**src/hdl/assert_macros.svh**
```systemverilog
// assertion helpers for the editor
`ifndef ASSERT_MACROS_SVH
`define ASSERT_MACROS_SVH
// implication checked every clock outside reset
`define ASSERT_IMPL(label, clk, rst_n, pre, post) \
    label: assert property (@(posedge clk) disable iff (!rst_n) (pre) |-> (post)) \
        else $error("assertion failed");
// next-cycle implication outside reset
`define ASSERT_NEXT(label, clk, rst_n, pre, post) \
    label: assert property (@(posedge clk) disable iff (!rst_n) (pre) |=> (post)) \
        else $error("assertion failed");
`endif

```
**src/hdl/kted_pkg.sv**
```systemverilog
package kted_pkg;
    localparam int DEF_BUF_DEPTH = 4096;
    localparam int IDX_W = 12;

    localparam logic [2:0] REQ_KEY   = 3'd0;
    localparam logic [2:0] REQ_LOAD  = 3'd1;
    localparam logic [2:0] REQ_SAVED = 3'd2;
    localparam logic [2:0] REQ_READ  = 3'd3;
    localparam logic [2:0] REQ_CLEAR = 3'd4;

    localparam logic [7:0] K_ESC   = 8'h1b;
    localparam logic [7:0] K_SAVE  = 8'h0f;
    localparam logic [7:0] K_EXIT  = 8'h18;
    localparam logic [7:0] K_DEL   = 8'h7f;
    localparam logic [7:0] K_BS    = 8'h08;
    localparam logic [7:0] K_SPACE = 8'h20;
    localparam logic [7:0] K_CR    = 8'h0d;
    localparam logic [7:0] K_LF    = 8'h0a;
    localparam logic [7:0] K_LBR   = 8'h5b;
    localparam logic [7:0] K_UP    = 8'h41;
    localparam logic [7:0] K_DOWN  = 8'h42;
    localparam logic [7:0] K_RIGHT = 8'h43;
    localparam logic [7:0] K_LEFT  = 8'h44;

    localparam logic [1:0] CMD_NONE = 2'd0;
    localparam logic [1:0] CMD_SAVE = 2'd1;
    localparam logic [1:0] CMD_EXIT = 2'd2;

    // escape sequence progress in the decoder
    typedef enum logic [1:0] {
        ESC_NONE, ESC_SEEN, ESC_CSI
    } esc_state_t;

    // operations passed from the decoder to the executor
    typedef enum logic [3:0] {
        OP_NONE, OP_INSERT, OP_DELETE, OP_LOAD, OP_SAVED, OP_READ, OP_CLEAR,
        OP_LEFT, OP_RIGHT, OP_UP, OP_DOWN
    } op_t;

    typedef struct packed {
        op_t        op;
        logic [7:0] data;
        logic [IDX_W-1:0] index;
        logic [1:0] cmd;
    } cmd_item_t;

    typedef enum logic [3:0] {
        ST_IDLE, ST_SHIFT_UP, ST_SHIFT_DN, ST_READ_WAIT, ST_SCAN_BACK, ST_SCAN_BACK2,
        ST_SCAN_FWD, ST_SCAN_FWD2, ST_DONE
    } exec_state_t;
endpackage

```
**src/hdl/kted_decode.sv**
```systemverilog
module kted_decode (
    input  logic                  clk,
    input  logic                  rst_n,
    input  logic                  in_valid,
    input  logic [2:0]            req_type,
    input  logic [7:0]            key_byte,
    input  logic [11:0]           read_index,
    output kted_pkg::cmd_item_t   item
);
    import kted_pkg::*;

    logic       after_cr_reg, after_cr_next;
    esc_state_t esc_reg, esc_next;

    // classify one request and track escape / cr state
    always_comb
    begin
        after_cr_next = after_cr_reg;
        esc_next      = esc_reg;
        item.op       = OP_NONE;
        item.data     = key_byte;
        item.index    = read_index;
        item.cmd      = CMD_NONE;
        case (req_type)
            REQ_KEY:
            begin
                if (esc_reg == ESC_SEEN)
                begin
                    esc_next = (key_byte == K_LBR) ? ESC_CSI : ESC_NONE;
                end
                else if (esc_reg == ESC_CSI)
                begin
                    esc_next = ESC_NONE;
                    case (key_byte)
                        K_UP:    item.op = OP_UP;
                        K_DOWN:  item.op = OP_DOWN;
                        K_RIGHT: item.op = OP_RIGHT;
                        K_LEFT:  item.op = OP_LEFT;
                        default: item.op = OP_NONE;
                    endcase
                end
                else if (after_cr_reg && key_byte == K_LF)
                begin
                    after_cr_next = 1'b0;
                end
                else
                begin
                    after_cr_next = 1'b0;
                    if (key_byte == K_ESC)
                        esc_next = ESC_SEEN;
                    else if (key_byte == K_SAVE)
                        item.cmd = CMD_SAVE;
                    else if (key_byte == K_EXIT)
                        item.cmd = CMD_EXIT;
                    else if (key_byte == K_CR)
                    begin
                        item.op       = OP_INSERT;
                        item.data     = K_LF;
                        after_cr_next = 1'b1;
                    end
                    else if (key_byte == K_DEL || key_byte == K_BS)
                        item.op = OP_DELETE;
                    else if (key_byte >= K_SPACE && key_byte < K_DEL)
                        item.op = OP_INSERT;
                end
            end
            REQ_LOAD:  item.op = OP_LOAD;
            REQ_SAVED: item.op = OP_SAVED;
            REQ_READ:  item.op = OP_READ;
            REQ_CLEAR:
            begin
                item.op       = OP_CLEAR;
                after_cr_next = 1'b0;
                esc_next      = ESC_NONE;
            end
            default: item.op = OP_NONE;
        endcase
    end

    always_ff @(posedge clk or negedge rst_n)
    begin
        if (!rst_n)
        begin
            after_cr_reg <= 1'b0;
            esc_reg      <= ESC_NONE;
        end
        else if (in_valid)
        begin
            after_cr_reg <= after_cr_next;
            esc_reg      <= esc_next;
        end
    end
endmodule

```
**config.mk**
```make
export PLATFORM = sky130hd
export DESIGN_NAME = kted_decode
export DESIGN_NICKNAME = d
export VERILOG_FILES = /design/src/hdl/assert_macros.svh /design/src/hdl/kted_pkg.sv /design/src/hdl/kted_decode.sv
export SDC_FILE = /design/constraint.sdc
export NUM_CORES = 1
export LEC_CHECK = 0
export ABC_AREA = 1
export BUFFER_PORTS_ARGS = -buffer_cell sky130_fd_sc_hd__buf_2
export CORE_MARGIN = 1.5
export CORE_UTILIZATION = 40
export CTS_CLUSTER_SIZE = 40
export DETAILED_ROUTE_END_ITERATION = 8
export PLACE_DENSITY = 0.8
export SKIP_CTS_REPAIR_TIMING = 1
export SYNTH_ARGS = -nofsm -noshare
export SYNTH_HDL_FRONTEND = slang
export SYNTH_SLANG_ARGS = --single-unit
```
**constraint.sdc**
```tcl
create_clock -name clk -period 1.94 [get_ports clk]
set_input_delay 0.194 -clock clk [delete_from_list [all_inputs] [get_ports clk]]
set_output_delay 0.194 -clock clk [all_outputs]
set_load 0.01 [all_outputs]
```
==> impl_metrics.yaml <==
power_and_ir_drop:
  p_leak_nw: 0.431
  finalPower_mw: 0.315
  p_per_area_nw_per_um2: 400
  irDropWorstVdd_uv: 237
place:
  gp_congestion: 0.891
  dp_hpwl_mm: 1.31
  port_buffers: 27
routing:
  dr.pass1.iters: 4
  remaining_drc_errors: 0
  via_count: 770
  drt_iter0_markers: 18
  finalWirelength_mm: 1.56
  avgViaCountPerCell: 4.90
  ant_nets: 0
  avgRoutedWirePerCell_um: 9.96
yosys:
  synthMuxAreaShare: 0
  synth-simple-area-share: 0.504
  synth_fa_ha_area_frac: 0.0356
  yosysWarnings: 0
  synth_compound_area_frac: 0.0765
  synth_cell_type_count: 24
  ys_seq_elements: 3
  synthesis.area_um2: 703
  ys_seq_area_frac: 0.107
  synth_top_family_by_area: "simple AND/OR/NAND/NOR gates"
  syn_inst: 126
  synth_xor_area_frac: 0
  avgSynthCellArea_um2: 5.58
  synth_nets: 154
clock_network:
  clk_latency_ns: 0.23
  numCtsBuffers: 3
  cts_tree: "yes"
  cts-root-buf: "clkbuf_4"
  cts.path.max_buffers: 2
  cts_max_level: 1
  clk_pin_slew_ns: 0.04
  clock-sinks: 3
flow_run:
  maxCapViolCount: 0
sta:
  finalHoldViolations: 0
  maxSlewHeadroom: 0.839
  worst_pin_slew_ns: 0.241
  min_period_over_period: 0.938
  setup_viol: 0
  setup_tns_ns: 0
  fin_hold_ws_ns: 0.287
  skew_ns: 0.00119
  rsz0062_at_grt: "false"
  period_needed_ns: 1.82
  fmax_mhz: 550
  slew_violations: 0
global_routing:
  antenna_found_initial: 0
  grt.overflow.total: 0
  grt_pass1_wl_mm: 2.56
  track_usage: 0.173
  grt_pass1_vias: 668
  grt_max_degree: 6
floorplan:
  die_w_um: 44.9
  start_util: 0.446
  die_y_um: 44.9
  dieArea_um2: 2020
  ios: 52
  num_rows: 14
  coreArea_um2: 1580
critical_path:
  path_class: "reg -> out"
  cp_max_fo: 4
  worstPathArrival_ns: 1.63
  startpoint_type: "flop"
  crit_path_end_kind: "primary output"
  crit_required_ns: 1.75
final_layout:
  layout_common_cells: "nand2_1 (31), buf_2 (27), inv_1 (16), nor2_1 (14), nand3_1 (9)"
  fin_nets: 170
  largest_reg_flops: 2
  fillerInstances: 177
  syn_to_final_growth_pct: 12.1
  drive_gt1_frac: 0.376
  multi_input_area_um2: 435
  layout_commonest_cell: "nand2_1"
  diodes: 0
  ff_latch_area_um2: 75.1
hold_path:
  hold_path.class: "in -> async"
run_status:
  run_status: "complete, no violations"
## critical path, cell delays in order, from the launching register on
cell and delay [ns]:
dfrtp_1 0.37, inv_1 0.05, ha_1 0.21, or2_1 0.24, nor2_2 0.15, o21ai_4 0.09, nor2_2 0.10, nor2_1 0.05
buf_2 0.13
## worst paths after layout
| kind | startpoint | to | slack [ns] | cells after the start |
|---|---|---|---|---|
| worst min-delay path | rst_n | esc_reg[1]$_DFFE_PN0P_ | 0.29 | 2 |
| min in group clk | key_byte[5] | esc_reg[1]$_DFFE_PN0P_ | 0.34 | 4 |
| worst min register to register | esc_reg[0]$_DFFE_PN0P_ | esc_reg[0]$_DFFE_PN0P_ | 0.55 | 2 |
| worst max-delay path | esc_reg[1]$_DFFE_PN0P_ | item[16] | 0.12 | 8 |
| worst max register to register | esc_reg[1]$_DFFE_PN0P_ | after_cr_reg$_DFFE_PN0P_ | 0.60 | 6 |
| max in group asynchronous | rst_n | esc_reg[0]$_DFFE_PN0P_ | 1.55 | 2 |
## cell usage after synthesis
cell,count,area share
a21oi_1,2,0.014
a22oi_1,1,0.011
and2_4,1,0.012
buf_4,12,0.13
clkbuf_1,5,0.027
dfrtp_1,3,0.11
ha_1,2,0.036
inv_1,16,0.085
inv_2,7,0.037
nand2_1,31,0.17
nand2_2,2,0.018
nand3_1,9,0.064
nand3_2,1,0.014
nand3b_1,1,0.011
nand4_1,2,0.018
nor2_1,14,0.075
nor2_2,7,0.062
nor2_4,1,0.016
nor3_1,1,0.0071
nor3_2,1,0.014
nor3b_2,1,0.018
o21ai_1,4,0.028
o21ai_4,1,0.023
or2_1,1,0.0089
## kinds of logic (layout without fill, tap and decap cells)
kind of cell	Yosys count	after routing
AND/OR/NAND/NOR	73	73
adder cells (fa/ha/maj)	2	2
AO/OA/AOI/OAI	8	8
buffers and inverters	40	55
flip-flops	3	3
## cell type report
| type | instances | area share |
|---|---|---|
| multi-input cells | 83 | 0.552 |
| well taps | 16 | 0.0254 |
| flip-flops and latches | 3 | 0.0952 |
| repair buffers | 28 | 0.184 |
| inverters | 23 | 0.110 |
| clock buffers | 4 | 0.0333 |
## routing by layer
layer	GRT usage	share of wire	up-vias
met5	0	0	-
met4	0.112	0.021	0
met3	0.0360	0.053	4
met2	0.280	0.51	28
met1	0.204	0.42	339
li1	-	-	399
## through the flow
stage | worst slack (ns) | cell area (µm²) | instances | utilization
final | 0.121 | 788 | 157 | 0.500
after global routing | 0.0107 | 788 | 157 | 0.500
after CTS | 0.0293 | 776 | 156 | 0.492
after detailed placement | 0.290 | 749 | 152 | 0.475
after global placement | 0.351 | 749 | 152 | 0.475
after floorplan | 0.464 | 703 | 126 | -
## power breakdown
group,internal [mW],switching [mW],total (mW),leakage (nW)
Clock,0.0770,0.0308,0.108,0.0150
Sequential,0.0692,0.00507,0.0742,0.0402
Combinational,0.0522,0.0812,0.133,0.376
Note: power is estimated with default switching activity, not from simulation.
