File: config.mk
export PLATFORM = sky130hd
export DESIGN_NAME = kted_fifo
export DESIGN_NICKNAME = d
export VERILOG_FILES = /design/src/hdl/assert_macros.svh /design/src/hdl/kted_pkg.sv /design/src/hdl/kted_fifo.sv
export SDC_FILE = /design/constraint.sdc
export NUM_CORES = 1
export LEC_CHECK = 0
export BUFFER_PORTS_ARGS = -buffer_cell sky130_fd_sc_hd__buf_4
export CAP_MARGIN = 20
export CORE_MARGIN = 2
export CORE_UTILIZATION = 55
export CTS_BUF_LIST = sky130_fd_sc_hd__clkbuf_4 sky130_fd_sc_hd__clkbuf_8 sky130_fd_sc_hd__clkbuf_16
export CTS_CLUSTER_DIAMETER = 80
export DETAILED_ROUTE_END_ITERATION = 6
export HOLD_SLACK_MARGIN = 0.02
export PLACE_DENSITY_LB_ADDON = 0.1
export SYNTH_ARGS = -nofsm -noshare
export SYNTH_HDL_FRONTEND = slang
export SYNTH_SLANG_ARGS = --single-unit
File: constraint.sdc
create_clock -name clk -period 5.2 [get_ports clk]
set_clock_uncertainty 0.2 [all_clocks]
set_input_delay 0.26 -clock clk [delete_from_list [all_inputs] [get_ports clk]]
set_output_delay 0.26 -clock clk [all_outputs]
set_load 0.05 [all_outputs]
File: src/hdl/assert_macros.svh
// assertion helpers for the editor
`ifndef ASSERT_MACROS_SVH
`define ASSERT_MACROS_SVH
// implication checked every clock outside reset
`define ASSERT_IMPL(label, clk, rst_n, pre, post) \
    label: assert property (@(posedge clk) disable iff (!rst_n) (pre) |-> (post)) \
        else $error("assertion failed");
// next-cycle implication outside reset
`define ASSERT_NEXT(label, clk, rst_n, pre, post) \
    label: assert property (@(posedge clk) disable iff (!rst_n) (pre) |=> (post)) \
        else $error("assertion failed");
`endif

File: src/hdl/kted_pkg.sv
package kted_pkg;
    localparam int DEF_BUF_DEPTH = 4096;
    localparam int IDX_W = 12;

    localparam logic [2:0] REQ_KEY   = 3'd0;
    localparam logic [2:0] REQ_LOAD  = 3'd1;
    localparam logic [2:0] REQ_SAVED = 3'd2;
    localparam logic [2:0] REQ_READ  = 3'd3;
    localparam logic [2:0] REQ_CLEAR = 3'd4;

    localparam logic [7:0] K_ESC   = 8'h1b;
    localparam logic [7:0] K_SAVE  = 8'h0f;
    localparam logic [7:0] K_EXIT  = 8'h18;
    localparam logic [7:0] K_DEL   = 8'h7f;
    localparam logic [7:0] K_BS    = 8'h08;
    localparam logic [7:0] K_SPACE = 8'h20;
    localparam logic [7:0] K_CR    = 8'h0d;
    localparam logic [7:0] K_LF    = 8'h0a;
    localparam logic [7:0] K_LBR   = 8'h5b;
    localparam logic [7:0] K_UP    = 8'h41;
    localparam logic [7:0] K_DOWN  = 8'h42;
    localparam logic [7:0] K_RIGHT = 8'h43;
    localparam logic [7:0] K_LEFT  = 8'h44;

    localparam logic [1:0] CMD_NONE = 2'd0;
    localparam logic [1:0] CMD_SAVE = 2'd1;
    localparam logic [1:0] CMD_EXIT = 2'd2;

    // escape sequence progress in the decoder
    typedef enum logic [1:0] {
        ESC_NONE, ESC_SEEN, ESC_CSI
    } esc_state_t;

    // operations passed from the decoder to the executor
    typedef enum logic [3:0] {
        OP_NONE, OP_INSERT, OP_DELETE, OP_LOAD, OP_SAVED, OP_READ, OP_CLEAR,
        OP_LEFT, OP_RIGHT, OP_UP, OP_DOWN
    } op_t;

    typedef struct packed {
        op_t        op;
        logic [7:0] data;
        logic [IDX_W-1:0] index;
        logic [1:0] cmd;
    } cmd_item_t;

    typedef enum logic [3:0] {
        ST_IDLE, ST_SHIFT_UP, ST_SHIFT_DN, ST_READ_WAIT, ST_SCAN_BACK, ST_SCAN_BACK2,
        ST_SCAN_FWD, ST_SCAN_FWD2, ST_DONE
    } exec_state_t;
endpackage

File: src/hdl/kted_fifo.sv
module kted_fifo (
    input  logic                clk,
    input  logic                rst_n,
    input  logic                wr_en,
    input  kted_pkg::cmd_item_t wr_item,
    input  logic                rd_en,
    output kted_pkg::cmd_item_t rd_item,
    output logic                empty,
    output logic                full
);
    import kted_pkg::*;

    cmd_item_t  slot_reg [2];
    logic [1:0] cnt_reg;
    logic       wp_reg, rp_reg;

    assign empty   = (cnt_reg == 2'd0);
    assign full    = (cnt_reg == 2'd2);
    assign rd_item = slot_reg[rp_reg];

    // two-entry queue between decoder and executor
    always_ff @(posedge clk or negedge rst_n)
    begin
        if (!rst_n)
        begin
            cnt_reg <= 2'd0;
            wp_reg  <= 1'b0;
            rp_reg  <= 1'b0;
        end
        else
        begin
            if (wr_en)
                wp_reg <= ~wp_reg;
            if (rd_en)
                rp_reg <= ~rp_reg;
            cnt_reg <= cnt_reg + {1'b0, wr_en} - {1'b0, rd_en};
        end
    end

    always_ff @(posedge clk)
    begin
        if (wr_en)
            slot_reg[wp_reg] <= wr_item;
    end
endmodule

==> results.md, run 1 <==
- Run status: complete, no violations
- Max-capacitance violation count: 0
- Placement-stage cell area: about 0.0027 mm2
- Remaining Overflow, GRT: 0
- Number of synthesized register bits: 56
- Crit Path Max Fanout: 20
- Number of buffers created by CTS: 5
- Number of antenna-violating nets in the routed design: 0
- Starting Density: between 50% and 60%
- Element type at the critical path start: flip-flop
- Pleak: 0.00125 uW
- Router iterations before antenna repair: 4
- Cell Count, Final, Fillers Out: approximately 240
- Worst-path clk slew: ~90 ps
- Final slew viol count: 0
- Share of the clock period used by the worst path: 45.5%
- Fraction of final layout cells with drive strength greater than 1: roughly 50%
- Largest cells by area after synthesis: edfxtp_1 72%, mux2_4 13%, dfrtp_1 4.6%
- CTS Buffer Depth: 2
- Placeable core region: between 0.003 and 0.004 mm2
- Num Clock Sinks: between 50 and 60
- Most used flip-flop cell after synthesis: edfxtp_1
- Area growth syn-to-layout: 40.6%
- Leading post-synthesis cells by instance count: 52 x edfxtp_1, 19 x mux2_4, 7 x mux2_2
- Cell breakdown of the critical path: buf_4 -> mux2_2 -> buf_4
- Number of nets in the layout: roughly 220
- Cell area after layout: about 0.0031 mm2
- Mapped Avg Cell Area: roughly 23 um2
- Actual slew at the worst max-slew pin: 541 ps
- Total via count after detailed routing: approximately 1,100
- Worst min-delay path class: input pin to asynchronous set/reset pin
- Fill count: about 200
- Via-per-instance ratio: ~4.8
- CTS-repair resized insts: 0
- Sum of negative setup slack: 0 ps
- Worst Reg-to-Reg Cells: 2
- Routed wire per std cell: 15.7 um
- Worst-path cell with the longest stage delay: dfrtp_1
- P per Cell Area: 569 mW/mm2
- Insertion delay to the later sink of the worst-skew pair: 300 ps
- Syn Nets: roughly 130
- Peak supply drop: approximately 0.45 mV
- Share of synthesized registers carrying an async set or reset: 7.14%
- Sum of net half-perimeters after detailed placement: between 2000 and 2500 um
- Number of antenna diodes: 0
- Total standard cell area after synthesis: ~0.0022 mm2
- Chip Width: 66.9 um
- CTS tree: yes
- Most common cell in the synthesized netlist: edfxtp_1
- Critical Path Sink Type: output port
- GRT Resource Usage Total: 18.4%
- CP dominant cell by count: buf_4
- Post-CTS Setup Inserts: 0
- Number of instances in the placed design: between 200 and 250
- Clock root buffer: clkbuf_8
- Count of unresolved DRC violations after routing: 0
- Number of cell rows: 22
- Headroom to the max-slew limit: 64.0%
- Fin crit period: ~2400 ps
- Setup Crit Path Kind: flip-flop to output port
- Die span in y: roughly 67 um
- Hold-fix buffers at CTS: 29
- Initial antenna violation count: 0
- Count of routing violations after the opening detailed-route iteration: 76
- Total wirelength of the detailed-routed design: ~3700 um
- I/O pin total: 58
- Pin count of the biggest net entering global routing: 27
- Gate count after technology mapping: 96
- Yosys top cell area share: a little under three quarters
- Final hold viol count: 0
- Final-report setup violation count: 0
- Slowest stage delay, CP: between 600 and 700 ps
- Share of synthesized area occupied by flip-flops and latches: between 70% and 80%
- Highest clock frequency the design can meet: 423 MHz
- First-pass GRT wire length: about 5600 um
- Level count of the clock H-tree: 2
- Count of distinct cell types in the synthesized netlist: 13
- Gpl congestion: between 0.6 and 0.7
- Synth warnings: 0
- Endpoint arrival time on the critical path: about 1900 ps
- Count of flip-flops with a built-in enable after synthesis: between 50 and 60
- Vias in the first global route: between 1,000 and 1,500
- Cell type contributing the most total cell area after synthesis: edfxtp_1
- Floorplan die area: approximately 0.0045 mm2
- Unrepaired setup endpoints after global routing: no
- Count of port buffers added during placement: 57
- Data required time of the worst path: about 4700 ps
- Max reg flops: 52
[metal layers]
| metal | track usage [%] | wire length, um | part of all wire [%] |
|---|---|---|---|
| met1 | 20.0 | 1450 | 39 |
| met5 | 0 | 0 | 0 |
| met4 | 3.83 | 7 | 0.19 |
| met2 | 34.4 | 2090 | 56 |
| met3 | 6.25 | 194 | 5.2 |
[through the flow]
stage               hold slack, ps  util (%)  total power [uW]  setup slack [ps]
floorplan                     -236         -              1280              3010
global placement              -142      70.2              1430              3210
CTS                           97.2      81.7              1750              2810
detailed placement            -141      70.9              1460              3160
finish                         136      81.7              1740              2830
global route                   123      81.7              1810              2760
[worst max-delay path, delay by kind of cell (launching register included)]
| family | cells | cell delay, ps |
|---|---|---|
| buffers and inverters | 2 | 600 |
| multiplexers | 1 | 380 |
| flip-flops | 1 | 610 |
[logic make-up (layout without fill, tap and decap cells)]
| group | Yosys count | in the layout | synth area share (%) |
|---|---|---|---|
| buffers and inverters | 5 | 99 | 2.71 |
| AND/OR/NAND/NOR | 4 | 4 | 1.04 |
| flip-flops | 56 | 56 | 76.5 |
| adder cells (fa/ha/maj) | 2 | 2 | 1.15 |
| multiplexers | 26 | 26 | 16.8 |
| XOR/XNOR | 3 | 3 | 1.90 |
[cell type report]
cell class,instances,area (um2),area share (%)
clock buffer,6,76.3,2.50
clock inverter,2,35.0,1.15
inverter,2,7.51,0.246
multi-input combinational,35,455,14.9
sequential,56,1660,54.4
tap,48,60.1,1.96
timing repair buffer,89,761,24.9
[placed cells by master, fill, tap and decap left out]
master	n
nor2b_1	1
clkbuf_4	1
nor2_1	1
and2_1	1
clkinv_2	1
mux2_2	7
xor3_1	1
clkbuf_8	5
dfrtp_1	4
dlygate4sd3_1	29
ha_1	2
inv_1	2
xor2_1	2
nor2b_2	1
edfxtp_1	52
buf_16	1
mux2_4	19
buf_4	59
bufinv_16	1
[final timing paths]
path	start	endpoint	slack [ps]
hold / removal	rst_n	rp_reg	140
setup / recovery	rp_reg	rd_item[2]	2830
min in group clk	wp_reg	wp_reg	310
max in group asynchronous	rst_n	wp_reg	4570
hold reg to reg	wp_reg	wp_reg	310
setup reg to reg	wp_reg	slot_reg[1][12]	3590
[report_power, final]
| group | leakage (uW) | switching (uW) | total, uW | internal, uW |
|---|---|---|---|---|
| Clock | 0.0000586 | 125 | 273 | 148 |
| Combinational | 0.000661 | 502 | 821 | 318 |
| Sequential | 0.000535 | 45.4 | 647 | 601 |
Power figures use the tool's default switching activity.
==> run 2: changes to the inputs <==
CORE_UTILIZATION = 51   (was 55)
clock period = 2.4 ns   (was 5.2 ns; I/O delays follow)
==> results.md, run 2 (synthesis gave the netlist of run 1 again) <==
- Hold-fix buffers at CTS: 30
- Data required time of the worst path: 2080 ps
- Sequential Area: roughly 0.0017 mm2
- Max reg flops: between 50 and 60
- Number of antenna diodes: 0
- Number of nets in the layout: roughly 230
- Pleak: around 0.0013 uW
- Setup Crit Path Kind: flip-flop to output port
- Multi-input combinational cell area: ~460 um2
- First-pass GRT wire length: about 6200 um
- CTS-repair resized insts: 0
- Critical Path Sink Type: output port
- Count of unresolved DRC violations after routing: 0
- Endpoint arrival time on the critical path: between 1500 and 2000 ps
- Number of cell rows: 23
- Number of buffers created by CTS: 5
- Final slew viol count: 0
- CTS Buffer Depth: 2
- Placeable core region: about 0.0041 mm2
- Area growth syn-to-layout: 40.2%
- Worst-path cell with the longest stage delay: mux2_2
- Actual slew at the worst max-slew pin: about 300 ps
- Chip Width: 69.3 um
- Run status: complete, no violations
- Via-per-instance ratio: ~4.9
- Pin count of the biggest net entering global routing: 19
- Category of cells accounting for the largest share of critical-path delay: buffers and inverters
- Level count of the clock H-tree: 2
- Final hold viol count: 0
- Hold Path Stages: 1
- Most common library cell in the layout ignoring fill and taps: buf_4
- Final-report setup violation count: 0
- Total power of the final layout: about 3700 uW
- Slowest stage delay, CP: 380 ps
- Fin crit period: around 1900 ps
- Commonest non-fill, non-tap cells in the layout: 63 x buf_4, 52 x edfxtp_1, 30 x dlygate4sd3_1
- Number of instances in the placed design: just over 200
- CP dominant cell by count: buf_4
- Cell breakdown of the critical path: buf_4 -> mux2_2 -> buf_4
- Fill count: 250
- Total wirelength of the detailed-routed design: between 3000 and 4000 um
- Highest clock frequency the design can meet: between 500 and 600 MHz
- Starting Density: 53.6%
- Share of the clock period used by the worst path: between 70% and 80%
- Number of antenna-violating nets in the routed design: 0
- GRT Resource Usage Total: between 10% and 20%
- Peak supply drop: a little under 0.7 mV
- Clock root buffer: clkbuf_8
- Fraction of final layout cells with drive strength greater than 1: 50.0%
- P per Cell Area: ~1200 mW/mm2
- Crit Path Max Fanout: 18
- Element type at the critical path start: flip-flop
- Worst flop-to-flop path endpoint: cnt_reg[1]
- Routed wire per std cell: 16.0 um
- End of the worst hold path: wp_reg
- Floorplan die area: approximately 0.0048 mm2
- Sum of negative setup slack: 0 ps
- Count of routing violations after the opening detailed-route iteration: 45
- Layout Utilization: 75.1%
- Remaining Overflow, GRT: 0
- Headroom to the max-slew limit: about 80%
- Num Clock Sinks: 56
- Sum of net half-perimeters after detailed placement: around 2500 um
- Internal reg-to-reg setup slack: between 900 and 1000 ps
- Launch instance of the worst min-delay path: wp_reg
- Worst min-delay path class: flip-flop to flip-flop
- Cell Count, Final, Fillers Out: between 200 and 250
- Insertion delay to the later sink of the worst-skew pair: 290 ps
- Vias in the first global route: 1,286
- Sum of buffers and inverters on the critical path: 2
- Count of port buffers added during placement: 57
- Router iterations before antenna repair: 4
- Max-capacitance violation count: 0
- Total via count after detailed routing: between 1,000 and 1,500
- CTS tree: yes
- RR Startpoint: cnt_reg[0]
- Initial antenna violation count: 0
- Worst Reg-to-Reg Cells: 5
- Worst-path clk slew: about 80 ps
- Gpl congestion: 0.654
- I/O pin total: 58
- Post-CTS Setup Inserts: 0
- Die span in y: ~69 um
- Unrepaired setup endpoints after global routing: no
## run 2: cell count changes in the layout (fill, tap and decap cells not counted), sizes merged
cell         change
dlygate4sd3      +1
clkbuf           +1
bufinv           -1
buf              +3
## run 2: routing by layer
metal / up-vias / global-route usage, % / part of all wire (%)
met2: 43 / 30.6 / 53
met1: 582 / 19.3 / 40
met4: 0 / 7.19 / 1.8
met3: 4 / 5.09 / 5.3
li1: 561 / - / -
met5: - / 0 / 0
## run 2: worst max path at each step
stage	slack, ps	to	depth (start not counted)	start
finish	530	rd_item[1]	3	rp_reg
CTS	520	rd_item[5]	3	rp_reg
detailed placement	860	rd_item[5]	3	rp_reg
global route	480	rd_item[5]	3	rp_reg
global placement	900	rd_item[1]	3	rp_reg
floorplan	210	slot_reg[0][0]	1	wp_reg
## run 2: area by class of cell
cell class | count | area share (%)
multi-input combinational | 35 | 14.9
timing repair buffer | 93 | 25.4
clock inverter | 1 | 0.123
sequential | 56 | 54.5
inverter | 2 | 0.246
clock buffer | 7 | 2.75
tap | 50 | 2.05
## run 2: per-stage QoR
step / worst slack (ps) / cell area, um2 / hold WS [ps]
after floorplan: 210 / 2170 / -376
final: 535 / 3050 / 312
after global placement: 897 / 2660 / -281
after CTS: 519 / 3050 / 315
after detailed placement: 856 / 2660 / -281
after global routing: 475 / 3050 / 337
## run 2: where the power goes
group / leakage (uW) / internal [uW] / total [uW] / switching [uW]
Sequential: 0.000535 / 1300 / 1370 / 69.7
Clock: 0.0000467 / 226 / 490 / 264
Combinational: 0.000673 / 695 / 1820 / 1120
==> run 3: changes to the inputs <==
CORE_UTILIZATION = 46   (was 51)
clock period = 1.58 ns   (was 2.4 ns; I/O delays follow)
==> results.md, run 3 (synthesis gave the netlist of run 1 again) <==
- Run status: complete, but fails checks
- Violated checks: negative setup slack
- Commonest non-fill, non-tap cells in the layout: 52 x edfxtp_1, 35 x buf_4, 30 x dlygate4sd3_1
- Highest clock frequency the design can meet: between 500 and 600 MHz
- Most common library cell in the layout ignoring fill and taps: edfxtp_1
- CTS Buffer Depth: 2
- Pleak: between 0.001 and 0.0015 uW
- GRT Resource Usage Total: 14.1%
- Number of cell rows: 25
- Level count of the clock H-tree: 2
- Gpl congestion: 0.628
- I/O pin total: 58
- Count of routing violations after the opening detailed-route iteration: 63
- Die span in y: slightly above 70 um
- Number of antenna diodes: 0
- CTS tree: yes
- P per Cell Area: between 1500 and 2000 mW/mm2
- Remaining Overflow, GRT: 0
- Router iterations before antenna repair: 4
- Number of instances in the placed design: 210
- Count of unresolved DRC violations after routing: 0
- Starting Density: 46.9%
- Peak supply drop: a little over 0.9 mV
- Worst min-delay path class: input pin to flip-flop
- Insertion delay to the later sink of the worst-skew pair: ~300 ps
- Setup slack of the critical path after layout: -99.8 ps
- Endpoint arrival time on the critical path: roughly 1400 ps
- Sum of negative setup slack: -2280 ps
- Share of the clock period used by the worst path: 106%
- Final-report setup violation count: 26
- Final hold viol count: 0
- Floorplan die area: roughly 0.0053 mm2
- Pin count of the biggest net entering global routing: 19
- Fraction of final layout cells with drive strength greater than 1: 51.3%
- Unrepaired setup endpoints after global routing: yes
- Element type at the critical path start: flip-flop
- Fin crit period: 1680 ps
- Data required time of the worst path: 1300 ps
- Number of nets in the layout: between 200 and 250
- Internal reg-to-reg setup slack: roughly 160 ps
- Number of buffers created by CTS: 5
- Vias in the first global route: ~1,300
- Layout Utilization: 70.0%
- First-pass GRT wire length: between 5000 and 6000 um
- Actual slew at the worst max-slew pin: approximately 260 ps
- Num Clock Sinks: 56
- Total via count after detailed routing: 1,171
- Clock root buffer: clkbuf_8
- Sum of net half-perimeters after detailed placement: 2350 um
- Count of port buffers added during placement: 57
- Crit Path Max Fanout: 10
- Max-capacitance violation count: 0
- Cell Count, Final, Fillers Out: ~250
- Area growth syn-to-layout: 49.1%
- Total wirelength of the detailed-routed design: roughly 3500 um
- Worst hold-check slack: between 200 and 300 ps
- Headroom to the max-slew limit: about 83%
- Chip Width: between 70 and 80 um
- Initial antenna violation count: 0
- Number of antenna-violating nets in the routed design: 0
- Fill count: around 310
- Worst-path clk slew: 90 ps
- Critical Path Sink Type: output port
- Via-per-instance ratio: between 4 and 5
- Placeable core region: between 0.004 and 0.005 mm2
- Final slew viol count: 0
- Max reg flops: 52
- Routed wire per std cell: between 10 and 15 um
- Setup Crit Path Kind: flip-flop to output port
[run 3: path summary, 6_finish.rpt]
check / from / end / cells past startpoint
hold reg to reg: wp_reg / wp_reg / 1
setup reg to reg: cnt_reg[0] / cnt_reg[1] / 5
hold / removal: rd_en / rp_reg / 3
min in group asynchronous: rst_n / cnt_reg[1] / 3
setup / recovery: rp_reg / rd_item[5] / 3
max in group asynchronous: rst_n / wp_reg / 3
[run 3: worst max-delay path, stage by stage, from the launching register on]
cell and delay [ps]:
dfrtp_1 410, buf_6 180, mux2_2 350, buf_6 150
[run 3: where the power goes]
group / internal [uW] / switching (uW) / leakage, uW
Combinational: 1320 / 1730 / 0.000733
Clock: 559 / 426 / 0.0000645
Sequential: 1980 / 115 / 0.000535
[run 3: repair_timing]
action,4_1_cts,5_1_grt
hold buffers,30,0
endpoints found under the hold margin,59,0
resized for setup,27,2
buffers inserted,1,0
setup endpoints to repair,26,26
[run 3: layer usage]
layer	global-route usage (%)	share of wire, %
met1	16.0	40
met3	4.28	5.2
met5	0	0
met4	4.94	0.79
met2	25.3	54
[run 3: stage by stage]
stage | instance area, um2 | setup WS [ps] | power (uW)
floorplan | 2180 | 147 | 4210
global placement | 2700 | 186 | 4830
detailed placement | 2700 | 158 | 4880
CTS | 3230 | -115 | 6170
global route | 3240 | -148 | 6380
finish | 3240 | -99.8 | 6140
[run 3: area by class of cell]
type,instances,area [um2],share of cell area (%)
multi-input combinational,35,469,14.5
timing repair buffer,94,907,28.0
tap,54,67.6,2.09
sequential,56,1660,51.3
inverter,2,7.51,0.232
clock inverter,1,30.0,0.927
clock buffer,7,96.3,2.97
